$ cat src/hw/rtl/d6tlv_pkg.sv
// shared types, constants and functions for the dhcpv6 option scanner
// no dependencies; imported by d6tlv_scan, d6tlv_outq and the top level
package d6tlv_pkg;

    // message header length in bytes, skipped before the option chain
    localparam int unsigned HEADER_BYTES = 4;
    // option header: 16-bit code and 16-bit length
    localparam int unsigned OPT_HDR_LEN  = 4;
    localparam int unsigned BYTE_W       = 8;
    localparam int unsigned POS_W        = 16;
    localparam int unsigned NEXT_W       = POS_W + 1;
    localparam int unsigned SLOT_W       = 3;
    localparam int unsigned NUM_SLOTS    = 5;
    localparam int unsigned OUTQ_DEPTH   = 4;

    // tracked option codes
    localparam logic [15:0] OPT_CLIENT_ID   = 16'd1;
    localparam logic [15:0] OPT_SERVER_ID   = 16'd2;
    localparam logic [15:0] OPT_DNS_SERVERS = 16'd23;
    localparam logic [15:0] OPT_DOMAIN_LIST = 16'd24;
    localparam logic [15:0] OPT_SNTP        = 16'd31;

    // slot numbers
    localparam logic [SLOT_W-1:0] SLOT_CLIENT_ID   = 3'd0;
    localparam logic [SLOT_W-1:0] SLOT_SERVER_ID   = 3'd1;
    localparam logic [SLOT_W-1:0] SLOT_DNS_SERVERS = 3'd2;
    localparam logic [SLOT_W-1:0] SLOT_DOMAIN_LIST = 3'd3;
    localparam logic [SLOT_W-1:0] SLOT_SNTP        = 3'd4;

    // record kinds
    localparam logic KIND_OPTION = 1'b0;
    localparam logic KIND_END    = 1'b1;

    typedef struct packed {
        logic                  record_kind;
        logic [SLOT_W-1:0]     option_slot;
        logic [POS_W-1:0]      value_offset;
        logic [15:0]           value_length;
        logic [NUM_SLOTS-1:0]  slots_seen;
        logic                  end_of_run;
    } t_result;

    // up to two records per request, r0 goes out first
    typedef struct packed {
        logic [1:0] count;
        t_result    r0;
        t_result    r1;
    } t_push;

    typedef struct packed {
        logic              hit;
        logic [SLOT_W-1:0] slot;
    } t_slot_hit;

    function automatic t_slot_hit code_to_slot(input logic [15:0] code);
        t_slot_hit res;
        res.hit  = 1'b1;
        res.slot = SLOT_CLIENT_ID;
        case (code)
            OPT_CLIENT_ID:   res.slot = SLOT_CLIENT_ID;
            OPT_SERVER_ID:   res.slot = SLOT_SERVER_ID;
            OPT_DNS_SERVERS: res.slot = SLOT_DNS_SERVERS;
            OPT_DOMAIN_LIST: res.slot = SLOT_DOMAIN_LIST;
            OPT_SNTP:        res.slot = SLOT_SNTP;
            default:         res.hit  = 1'b0;
        endcase
        return res;
    endfunction

endpackage

$ cat src/hw/rtl/dhcpv6_option_tlv_parser.sv
// top level of the dhcpv6 reply option scanner
// depends on d6tlv_pkg, d6tlv_scan and d6tlv_outq
//
// Takes a DHCPv6 reply one byte per request and reports where the client id,
// server id, DNS servers, domain list and SNTP servers options sit. The first
// four bytes (message header) are skipped; each option header (16-bit code,
// 16-bit length, big-endian) that completes with a tracked code yields an
// option record with slot, value offset and value length as given. The byte
// flagged last yields an end record with the mask of slots seen, and the
// scanner returns to its reset state for the next message. Throughput is one
// byte per cycle: each byte is folded into the scanner state by one compare
// and one 17-bit add at acceptance, and its records land in a four-entry
// result queue that is read one record per cycle. Records are written into the
// queue when their byte is accepted and leave it from its head in order. Only a
// byte that both completes a tracked option header and is flagged last gives two
// records; the queue hands those out in turn, and since the bytes that follow
// cannot give two records again before the queue has emptied, the input
// never has to pause while the output side takes one record per cycle.
module dhcpv6_option_tlv_parser (
    input  logic        i_clk,
    input  logic        i_rst_n,
    // request input
    input  logic        i_in_valid,
    output logic        o_in_ready,
    input  logic [7:0]  i_data_byte,
    input  logic        i_last_byte,
    // record output
    output logic        o_out_valid,
    input  logic        i_out_ready,
    output logic        o_record_kind,
    output logic [2:0]  o_option_slot,
    output logic [15:0] o_value_offset,
    output logic [15:0] o_value_length,
    output logic [4:0]  o_slots_seen,
    output logic        o_end_of_run
);
    import d6tlv_pkg::*;

    logic    accept;
    logic    room;
    t_push   push;
    t_result head;

    // a request is taken only while the queue can absorb two records
    assign o_in_ready = room;
    assign accept     = i_in_valid && room;

    d6tlv_scan u_scan (
        .i_clk       (i_clk),
        .i_rst_n     (i_rst_n),
        .i_accept    (accept),
        .i_data_byte (i_data_byte),
        .i_last_byte (i_last_byte),
        .o_push      (push)
    );

    d6tlv_outq u_outq (
        .i_clk   (i_clk),
        .i_rst_n (i_rst_n),
        .i_push  (push),
        .i_pop   (i_out_ready),
        .o_room  (room),
        .o_valid (o_out_valid),
        .o_head  (head)
    );

    // record fields straight from the queue head
    assign o_record_kind  = head.record_kind;
    assign o_option_slot  = head.option_slot;
    assign o_value_offset = head.value_offset;
    assign o_value_length = head.value_length;
    assign o_slots_seen   = head.slots_seen;
    assign o_end_of_run   = head.end_of_run;

    // end records carry no slot, offset or length
    a_end_rec_clean: assert property (@(posedge i_clk) disable iff (!i_rst_n)
        (o_out_valid && o_record_kind == KIND_END)
            |-> (o_option_slot == '0 && o_value_offset == '0 && o_value_length == '0
                 && o_end_of_run))
        else $error("malformed end record");

    // option records carry a valid slot and no mask
    a_opt_rec_clean: assert property (@(posedge i_clk) disable iff (!i_rst_n)
        (o_out_valid && o_record_kind == KIND_OPTION)
            |-> (o_option_slot <= SLOT_SNTP && o_slots_seen == '0))
        else $error("malformed option record");

    // an accepted request that gives two records makes the output valid in the next cycle
    a_ready_means_room: assert property (@(posedge i_clk) disable iff (!i_rst_n)
        (accept && push.count == 2'd2) |=> o_out_valid)
        else $error("double record lost");

endmodule

$ cat src/hw/rtl/d6tlv_scan.sv
// option chain walker: position tracking, option header capture, record build
// depends on d6tlv_pkg
module d6tlv_scan (
    input  logic                           i_clk,
    input  logic                           i_rst_n,
    input  logic                           i_accept,
    input  logic [d6tlv_pkg::BYTE_W-1:0]   i_data_byte,
    input  logic                           i_last_byte,
    output d6tlv_pkg::t_push               o_push
);
    import d6tlv_pkg::*;

    logic [POS_W-1:0]     r_byte_pos,  n_byte_pos;
    logic [NEXT_W-1:0]    r_next_opt,  n_next_opt;
    logic [23:0]          r_hdr,       n_hdr;
    logic [1:0]           r_hdr_count, n_hdr_count;
    logic                 r_in_header, n_in_header;
    logic [NUM_SLOTS-1:0] r_seen,      n_seen;

    logic [15:0]       code;
    logic [15:0]       len;
    logic [NEXT_W-1:0] val_off;
    t_slot_hit         sh;
    logic              opt_hit;
    t_result           opt_rec;
    t_result           end_rec;

    always_comb begin
        code    = r_hdr[23:8];
        len     = {r_hdr[7:0], i_data_byte};
        val_off = {1'b0, r_byte_pos} + NEXT_W'(1);
        sh      = code_to_slot(code);
        opt_hit = 1'b0;

        n_byte_pos  = r_byte_pos + POS_W'(1);
        n_next_opt  = r_next_opt;
        n_hdr       = r_hdr;
        n_hdr_count = r_hdr_count;
        n_in_header = r_in_header;
        n_seen      = r_seen;

        if (r_in_header) begin
            if (r_hdr_count < 2'(OPT_HDR_LEN - 1)) begin
                n_hdr       = {r_hdr[15:0], i_data_byte};
                n_hdr_count = r_hdr_count + 2'd1;
            end else begin
                n_next_opt  = val_off + {1'b0, len};
                n_in_header = 1'b0;
                n_hdr_count = 2'd0;
                n_hdr       = '0;
                if (sh.hit) begin
                    opt_hit = 1'b1;
                    n_seen  = r_seen | (NUM_SLOTS'(1) << sh.slot);
                end
            end
        end else if ({1'b0, r_byte_pos} == r_next_opt) begin
            n_in_header = 1'b1;
            n_hdr       = {16'd0, i_data_byte};
            n_hdr_count = 2'd1;
        end

        opt_rec.record_kind  = KIND_OPTION;
        opt_rec.option_slot  = sh.slot;
        opt_rec.value_offset = val_off[POS_W-1:0];
        opt_rec.value_length = len;
        opt_rec.slots_seen   = '0;
        opt_rec.end_of_run   = !i_last_byte;

        end_rec.record_kind  = KIND_END;
        end_rec.option_slot  = '0;
        end_rec.value_offset = '0;
        end_rec.value_length = '0;
        end_rec.slots_seen   = n_seen;
        end_rec.end_of_run   = 1'b1;

        // end of message clears everything
        if (i_last_byte) begin
            n_byte_pos  = '0;
            n_next_opt  = NEXT_W'(HEADER_BYTES);
            n_hdr       = '0;
            n_hdr_count = 2'd0;
            n_in_header = 1'b0;
            n_seen      = '0;
        end

        o_push.r0    = opt_hit ? opt_rec : end_rec;
        o_push.r1    = end_rec;
        o_push.count = i_accept ? ({1'b0, opt_hit} + {1'b0, i_last_byte}) : 2'd0;
    end

    always_ff @(posedge i_clk) begin
        if (!i_rst_n) begin
            r_byte_pos  <= '0;
            r_next_opt  <= NEXT_W'(HEADER_BYTES);
            r_hdr       <= '0;
            r_hdr_count <= 2'd0;
            r_in_header <= 1'b0;
            r_seen      <= '0;
        end else if (i_accept) begin
            r_byte_pos  <= n_byte_pos;
            r_next_opt  <= n_next_opt;
            r_hdr       <= n_hdr;
            r_hdr_count <= n_hdr_count;
            r_in_header <= n_in_header;
            r_seen      <= n_seen;
        end
    end

    // last byte returns the walker to its reset state
    a_last_clears: assert property (@(posedge i_clk) disable iff (!i_rst_n)
        (i_accept && i_last_byte) |=> (r_byte_pos == '0 && r_seen == '0 && !r_in_header))
        else $error("state not cleared after last byte");

    // an option record only comes from a completed header
    a_rec_ends_header: assert property (@(posedge i_clk) disable iff (!i_rst_n)
        (o_push.count != 2'd0 && o_push.r0.record_kind == KIND_OPTION)
            |-> (r_in_header && r_hdr_count == 2'(OPT_HDR_LEN - 1)))
        else $error("option record without full header");

    // header count is nonzero exactly while a header is being read
    a_hdr_count: assert property (@(posedge i_clk) disable iff (!i_rst_n)
        r_in_header == (r_hdr_count != 2'd0))
        else $error("header count out of step");

endmodule

$ cat src/hw/rtl/d6tlv_outq.sv
// four-entry result queue taking up to two records per cycle
// depends on d6tlv_pkg
module d6tlv_outq (
    input  logic                 i_clk,
    input  logic                 i_rst_n,
    input  d6tlv_pkg::t_push     i_push,
    input  logic                 i_pop,
    output logic                 o_room,
    output logic                 o_valid,
    output d6tlv_pkg::t_result   o_head
);
    import d6tlv_pkg::*;

    localparam int unsigned PTR_W = $clog2(OUTQ_DEPTH);
    localparam int unsigned CNT_W = PTR_W + 1;

    t_result            r_mem [OUTQ_DEPTH];
    logic [PTR_W-1:0]   r_wp, n_wp;
    logic [PTR_W-1:0]   r_rp, n_rp;
    logic [CNT_W-1:0]   r_count, n_count;
    logic               pop_ok;

    always_comb begin
        pop_ok  = i_pop && (r_count != '0);
        n_wp    = r_wp + PTR_W'(i_push.count);
        n_rp    = r_rp + PTR_W'(pop_ok);
        n_count = r_count + CNT_W'(i_push.count) - CNT_W'(pop_ok);
    end

    assign o_room  = (r_count <= CNT_W'(OUTQ_DEPTH - 2));
    assign o_valid = (r_count != '0);
    assign o_head  = r_mem[r_rp];

    always_ff @(posedge i_clk) begin
        if (!i_rst_n) begin
            r_wp    <= '0;
            r_rp    <= '0;
            r_count <= '0;
        end else begin
            r_wp    <= n_wp;
            r_rp    <= n_rp;
            r_count <= n_count;
        end
    end

    always_ff @(posedge i_clk) begin
        if (i_push.count != 2'd0) begin
            r_mem[r_wp] <= i_push.r0;
        end
        if (i_push.count == 2'd2) begin
            r_mem[r_wp + PTR_W'(1)] <= i_push.r1;
        end
    end

    a_no_overflow: assert property (@(posedge i_clk) disable iff (!i_rst_n)
        r_count <= CNT_W'(OUTQ_DEPTH))
        else $error("result queue overflow");

    a_push_room: assert property (@(posedge i_clk) disable iff (!i_rst_n)
        (i_push.count != 2'd0) |-> o_room)
        else $error("push without room");

    a_count_track: assert property (@(posedge i_clk) disable iff (!i_rst_n)
        $past(i_rst_n) |-> (r_count == $past(r_count) + CNT_W'($past(i_push.count))
                             - CNT_W'($past(pop_ok))))
        else $error("queue count mismatch");

endmodule
$ cat config.mk
export PLATFORM = sky130hd
export DESIGN_NAME = dhcpv6_option_tlv_parser
export DESIGN_NICKNAME = d
export VERILOG_FILES = /design/src/hw/rtl/d6tlv_pkg.sv /design/src/hw/rtl/dhcpv6_option_tlv_parser.sv /design/src/hw/rtl/d6tlv_scan.sv /design/src/hw/rtl/d6tlv_outq.sv
export SDC_FILE = /design/constraint.sdc
export NUM_CORES = 1
export LEC_CHECK = 0
export ABC_AREA = 1
export ABC_CLOCK_PERIOD_IN_PS = 6700
export BUFFER_PORTS_ARGS = -buffer_cell sky130_fd_sc_hd__buf_2
export CORE_MARGIN = 2
export CORE_UTILIZATION = 45
export CTS_BUF_LIST = sky130_fd_sc_hd__clkbuf_4
export CTS_CLUSTER_DIAMETER = 150
export DETAILED_ROUTE_END_ITERATION = 8
export SLEW_MARGIN = 20
export SYNTH_ARGS = -nofsm -noshare
export SYNTH_HDL_FRONTEND = slang
export SYNTH_SLANG_ARGS = --single-unit
export TNS_END_PERCENT = 50
$ cat constraint.sdc
create_clock -name i_clk -period 6.7 [get_ports i_clk]
set_clock_uncertainty 0.15 [all_clocks]
set_input_delay 1.675 -clock i_clk [delete_from_list [all_inputs] [get_ports i_clk]]
set_output_delay 1.675 -clock i_clk [all_outputs]
set_load 0.01 [all_outputs]
After elaboration in Yosys (flattened, before gate mapping)
Memories as Yosys holds them, arrays and structs flattened. A register that Yosys moved wholly into a read port is not among the register bits.
Index checks and enable logic that the tools add are counted.
{ "totals": {"memories": 1, "word_cells": 74, "regBits": 72, "output_inout_bits": 44, "mem_bits_rw": 168, "input_bits": 13} }
{ "memory_table": {"columns": ["name", "depth", "width", "rd", "rd_ports_with_merged_regs", "write_ports", "line", "source"], "rows": [
  ["u_outq.r_mem", 4, 42, 1, 1, 2, "d6tlv_outq.sv:17", "t_result r_mem [OUTQ_DEPTH];"]
]} }
{ "classes": {"shift": 1, "n_reduce_logical": 10, "n_lt_le_gt_ge": 2, "n_addsub": 10, "mux": 32, "bitwise": 1, "eq_ne": 8} }
{ "op_table": {"columns": ["cell", "n"], "rows": [
  ["two-way mux 24 bit", 4],
  ["two-way mux 17 bit", 3],
  ["equality test 16 x 5 -> 1 bit (second input constant)", 3],
  ["two-way mux 42 bit", 1],
  ["two-way mux 5 bit", 4],
  ["adder 16 x 1 -> 17 bit (second input constant)", 1],
  ["adder 17 x 16 -> 17 bit", 1],
  ["equality test 16 x 17 -> 1 bit", 1],
  ["adder 16 x 1 -> 16 bit (second input constant)", 1],
  ["equality test 16 x 1 -> 1 bit (second input constant)", 1],
  ["equality test 16 x 2 -> 1 bit (second input constant)", 1],
  ["two-way mux 16 bit", 1],
  ["two-way mux 1 bit", 12],
  ["two-way mux 2 bit", 6],
  ["case mux 3 bit (4 select lines)", 1],
  ["nonzero test 3 bit", 2],
  ["OR 5 bit", 1],
  ["OR reduction 5 bit", 1],
  ["left shift 1 x 3 -> 5 bit (first input constant)", 1],
  ["adder 2 x 1 -> 2 bit (second input constant)", 2],
  ["nonzero test 2 bit", 2],
  ["adder 3 x 2 -> 3 bit", 1],
  ["<= comparator 3 x 2 -> 1 bit (second input constant)", 1],
  ["AND reduction 3 bit", 1],
  ["other kinds (10)", 11]
]} }

Logic depth before layout (Yosys ltp)
{ "logic_depth": {"ltp_word": 11, "ltp_mapped": 22, "mapped_depth_nobuf": 21} }

By module
Synthesis repeated with hierarchy kept, for this count alone.
{ "unflattened": {"cells_unflattened": 1708, "area_unflattened_um2": 13474.2} }
{ "by_module_without_submodules": {"columns": ["module", "cells_each", "instances", "area_each_um2"], "rows": [
  ["d6tlv_outq", 885, 1, 8539.4],
  ["d6tlv_scan", 821, 1, 4927.2],
  ["dhcpv6_option_tlv_parser", 2, 1, 7.5]
]} }

Worst setup path after synthesis
OpenSTA, ideal clock, no wires.
{ "synth_path": {"kind": "input-to-reg", "start": "input i_in_valid", "end": "register u_outq.r_count[2]", "required_ns": 6.422, "arrival_ns": 3.298, "stages": 12, "path_slack_ns": 3.124, "setup_ns": 0.128, "cell_sequence": "nand2_1 -> clkbuf_1 -> nor2_1 -> inv_1 -> ha_1 -> inv_1 -> ha_1 -> inv_1 -> fa_1 -> xor2_1 -> inv_1 -> nor2_1"} }
{ "synth_between": {"elab_chain_cells": 4} }
{ "synth_lines": {"columns": ["element", "line", "source"], "rows": [
  ["from (decl)", "dhcpv6_option_tlv_parser.sv:23", "input logic i_in_valid,"],
  ["logical AND 1 bit", "dhcpv6_option_tlv_parser.sv:46", "assign accept = i_in_valid && room;"],
  ["two-way mux 2 bit", "d6tlv_scan.sv:88", "o_push.count = i_accept ? ({1'b0, opt_hit} + {1'b0, i_last_byte}) : 2'd0;"],
  ["adder 3 x 2 -> 3 bit", "d6tlv_outq.sv:27", "n_count = r_count + CNT_W'(i_push.count) - CNT_W'(pop_ok);"],
  ["subtractor 3 x 1 -> 3 bit", "d6tlv_outq.sv:27", null],
  ["to (signal assigned)", "d6tlv_outq.sv:42", "r_count <= n_count;"],
  ["to (decl)", "d6tlv_outq.sv:20", "logic [CNT_W-1:0] r_count, n_count;"]
]} }
Every way passes these cells.
A chain may end at the register's enable or synchronous reset.

==> flow_summary.ini <==
[synthesis]
ys_warn_count = 0
ys_top_cells_by_area = dfxtp_1 (37%), nand2_1 (20%), nor2_1 (6.4%), edfxtp_1 (5.0%), o21ai_0 (4.7%)
synth_cell_types = 43
ys_top_cells_by_count = nand2_1 (629), dfxtp_1 (220), nor2_1 (203)
synth-edff-count = 20
seq_area_frac_synth_pct = 42.1
ys_ff_latch = 240
synth_nets = 1759
syn_area_um2 = 11900
syn_inst = 1720
yosysTopAreaCell = dfxtp_1
ys.flop_type = dfxtp_1
syn-mean-instance-area_um2 = 6.92
synthMostInstantiatedCell = nand2_1
async_flop_share_pct = 0
synth_top_area_share_pct = 37.0

[layout]
seqCellArea_um2 = 5010
drive_above_1_share_pct = 14.0
syn2layout_area_growth_pct = 10.8
multi_input_area_um2 = 6040
final_core_util_pct = 50.8
nNetsFinal = 1812
fillers = 2683

[power_and_ir_drop]
switching_share_pct = 34.6
p_sw_mw = 1.37
power_frac_comb_pct = 25.2
finalPower_mw = 3.96
power.share.clock_pct = 35.6
leakagePower_nw = 6.09
power.internal_mw = 2.59
p_seq_share_pct = 39.3
peakVddDrop_mv = 0.166
power.density_nw_per_um2 = 300

[floorplan]
die_x_um = 167
rows = 59
die-area_um2 = 27800
die_y_um = 167
start_util_pct = 45.8
coreArea_um2 = 26000
io_pins = 57

[global_routing]
grt_overflow = 0
grtUsageTotal_pct = 24.3
grt_pass1_vias = 10500
grt_pass1_wl_mm = 54.6
antenna_found_initial = 1
grt_max_degree = 86

[routing]
wl_mm = 34.1
detail-route-antenna-nets = 0
vias = 11100
routed_via_density = 5.15
post_drt_wl_per_cell_um = 15.8
first_pass_iters = 5
drcViolationCount = 0
drtIter0Drc = 861

[flow_run]
max-cap-violations = 0

[clock_network]
cts_hold_buf = 0
ctsHtreeMaxLevel = 3
cts_tree = built
worst_skew_pair.late_latency_ns = 0.68
cts_setup_buffers = 0
post_cts_resized = 0
clockRootBuffer = clkbuf_4
clk_path_buf_depth = 3
numCtsBuffers = 71
cts_sinks = 240
path_clk_slew_ns = 0.06

[setup_path]
cp.required_ns = 4.88
startpoint_type = flop
endpoint_kind = primary output
cp_max_fo = 53
critPathKind = flop to primary output
critical_path_arrival_ns = 2.83

[sta]
holdWs_ns = 0.298
setup_tns_ns = 0
finalHoldViolations = 0
layout_min_cycle_time_ns = 4.66
tightest_slew_ns = 0.973
rsz0062_at_grt = no
setup_violations = 0
fin_ws_ns = 2.04
max-slew-margin-rel_pct = 35.0
finalMaxSlewViolations = 0
fmax_mhz = 215
fin_crit_sh_pct = 69.5

[placement]
dpl.hpwl_mm = 22.0
pre_cts_ws_ns = 2.59
portBuffers = 56
gp_congestion = 0.904

[min_path]
hold_path.class = flop to flop

[outcome]
status = finished, final reports clean
per-layer routing:
layer | share of wire (%) | GRT usage (%)
met5 | 0 | 0
met4 | 2.5 | 8.55
met3 | 5.9 | 4.90
met2 | 44 | 37.6
met1 | 48 | 33.9
flip-flops by register name, summed over array words and instances (netlist names):
register / cells
u_outq.r_mem: 168
u_scan.r_hdr: 24
u_scan.r_next_opt: 17
u_scan.r_byte_pos: 16
u_scan.r_seen: 5
u_outq.r_count: 3
u_outq.r_rp: 2
u_outq.r_wp: 2
u_scan.r_hdr_count: 2
u_scan.r_in_header: 1
cell usage in the layout (no fill, tap or decap), drive strengths merged, types with 12 or more instances in the layout:
cell	n
nor2	243
ha	24
a21oi	59
nor4	18
o21ai	122
nand2	638
nand3b	12
clkbuf	98
edfxtp	20
inv	127
nand3	61
dfxtp	220
buf	63
o22ai	46
xor2	12
clkinv	22
layout make-up:
class / instances / area share (%)
multi-input cells: 1269 / 45.8
flip-flops and latches: 240 / 38.0
clock buffers: 98 / 5.58
inverters: 128 / 3.64
well taps: 335 / 3.18
repair buffers: 63 / 2.52
clock inverters: 25 / 1.26
diodes: 3 / 0.0569
power groups by stage:
stage	clock (mW)	sequential (mW)	combinational [mW]
3_3_place_gp	0	1.58	0.985
5_1_grt	1.53	1.56	1.10
2_1_floorplan	0	1.57	0.670
6_report	1.41	1.56	0.997
4_1_cts	1.44	1.55	0.994
3_5_place_dp	0	1.59	0.990
final timing paths:
check	end	cells after the start	slack, ns	startpoint
worst max-delay path	o_option_slot[0]	5	2.04	u_outq.r_rp[0]
worst min-delay path	u_outq.r_mem[1][13]	2	0.30	u_outq.r_mem[1][13]
worst max register to register	u_outq.r_mem[0][34]	13	2.69	u_scan.r_hdr_count[0]
worst min register to register	u_outq.r_mem[1][13]	2	0.30	u_outq.r_mem[1][13]
metrics by stage:
step	instances	area, um^2
CTS	2158	13200
detailed placement	2035	12300
finish	2161	13200
global placement	2035	12300
global route	2161	13200
floorplan	1720	11900
worst max-delay path, stage by stage, from the launching register on:
cell and delay (ns):
dfxtp_2 0.32, inv_2 0.69, buf_4 0.47, o21ai_0 0.14
o22ai_1 0.32, buf_2 0.20
cells by family (layout without fill, tap and decap cells):
logic type	Yosys count	after routing	synth area share, %
AOI/OAI and AO/OA	239	239	10.8
xor gates and xnor gates	19	19	1.56
adders and majority gates	26	26	2.86
buffers and inverters	211	314	7.21
DFF	240	240	42.1
other	0	3	0
and+or+nand+nor	985	985	35.5
(Power assumes the default switching activity.)
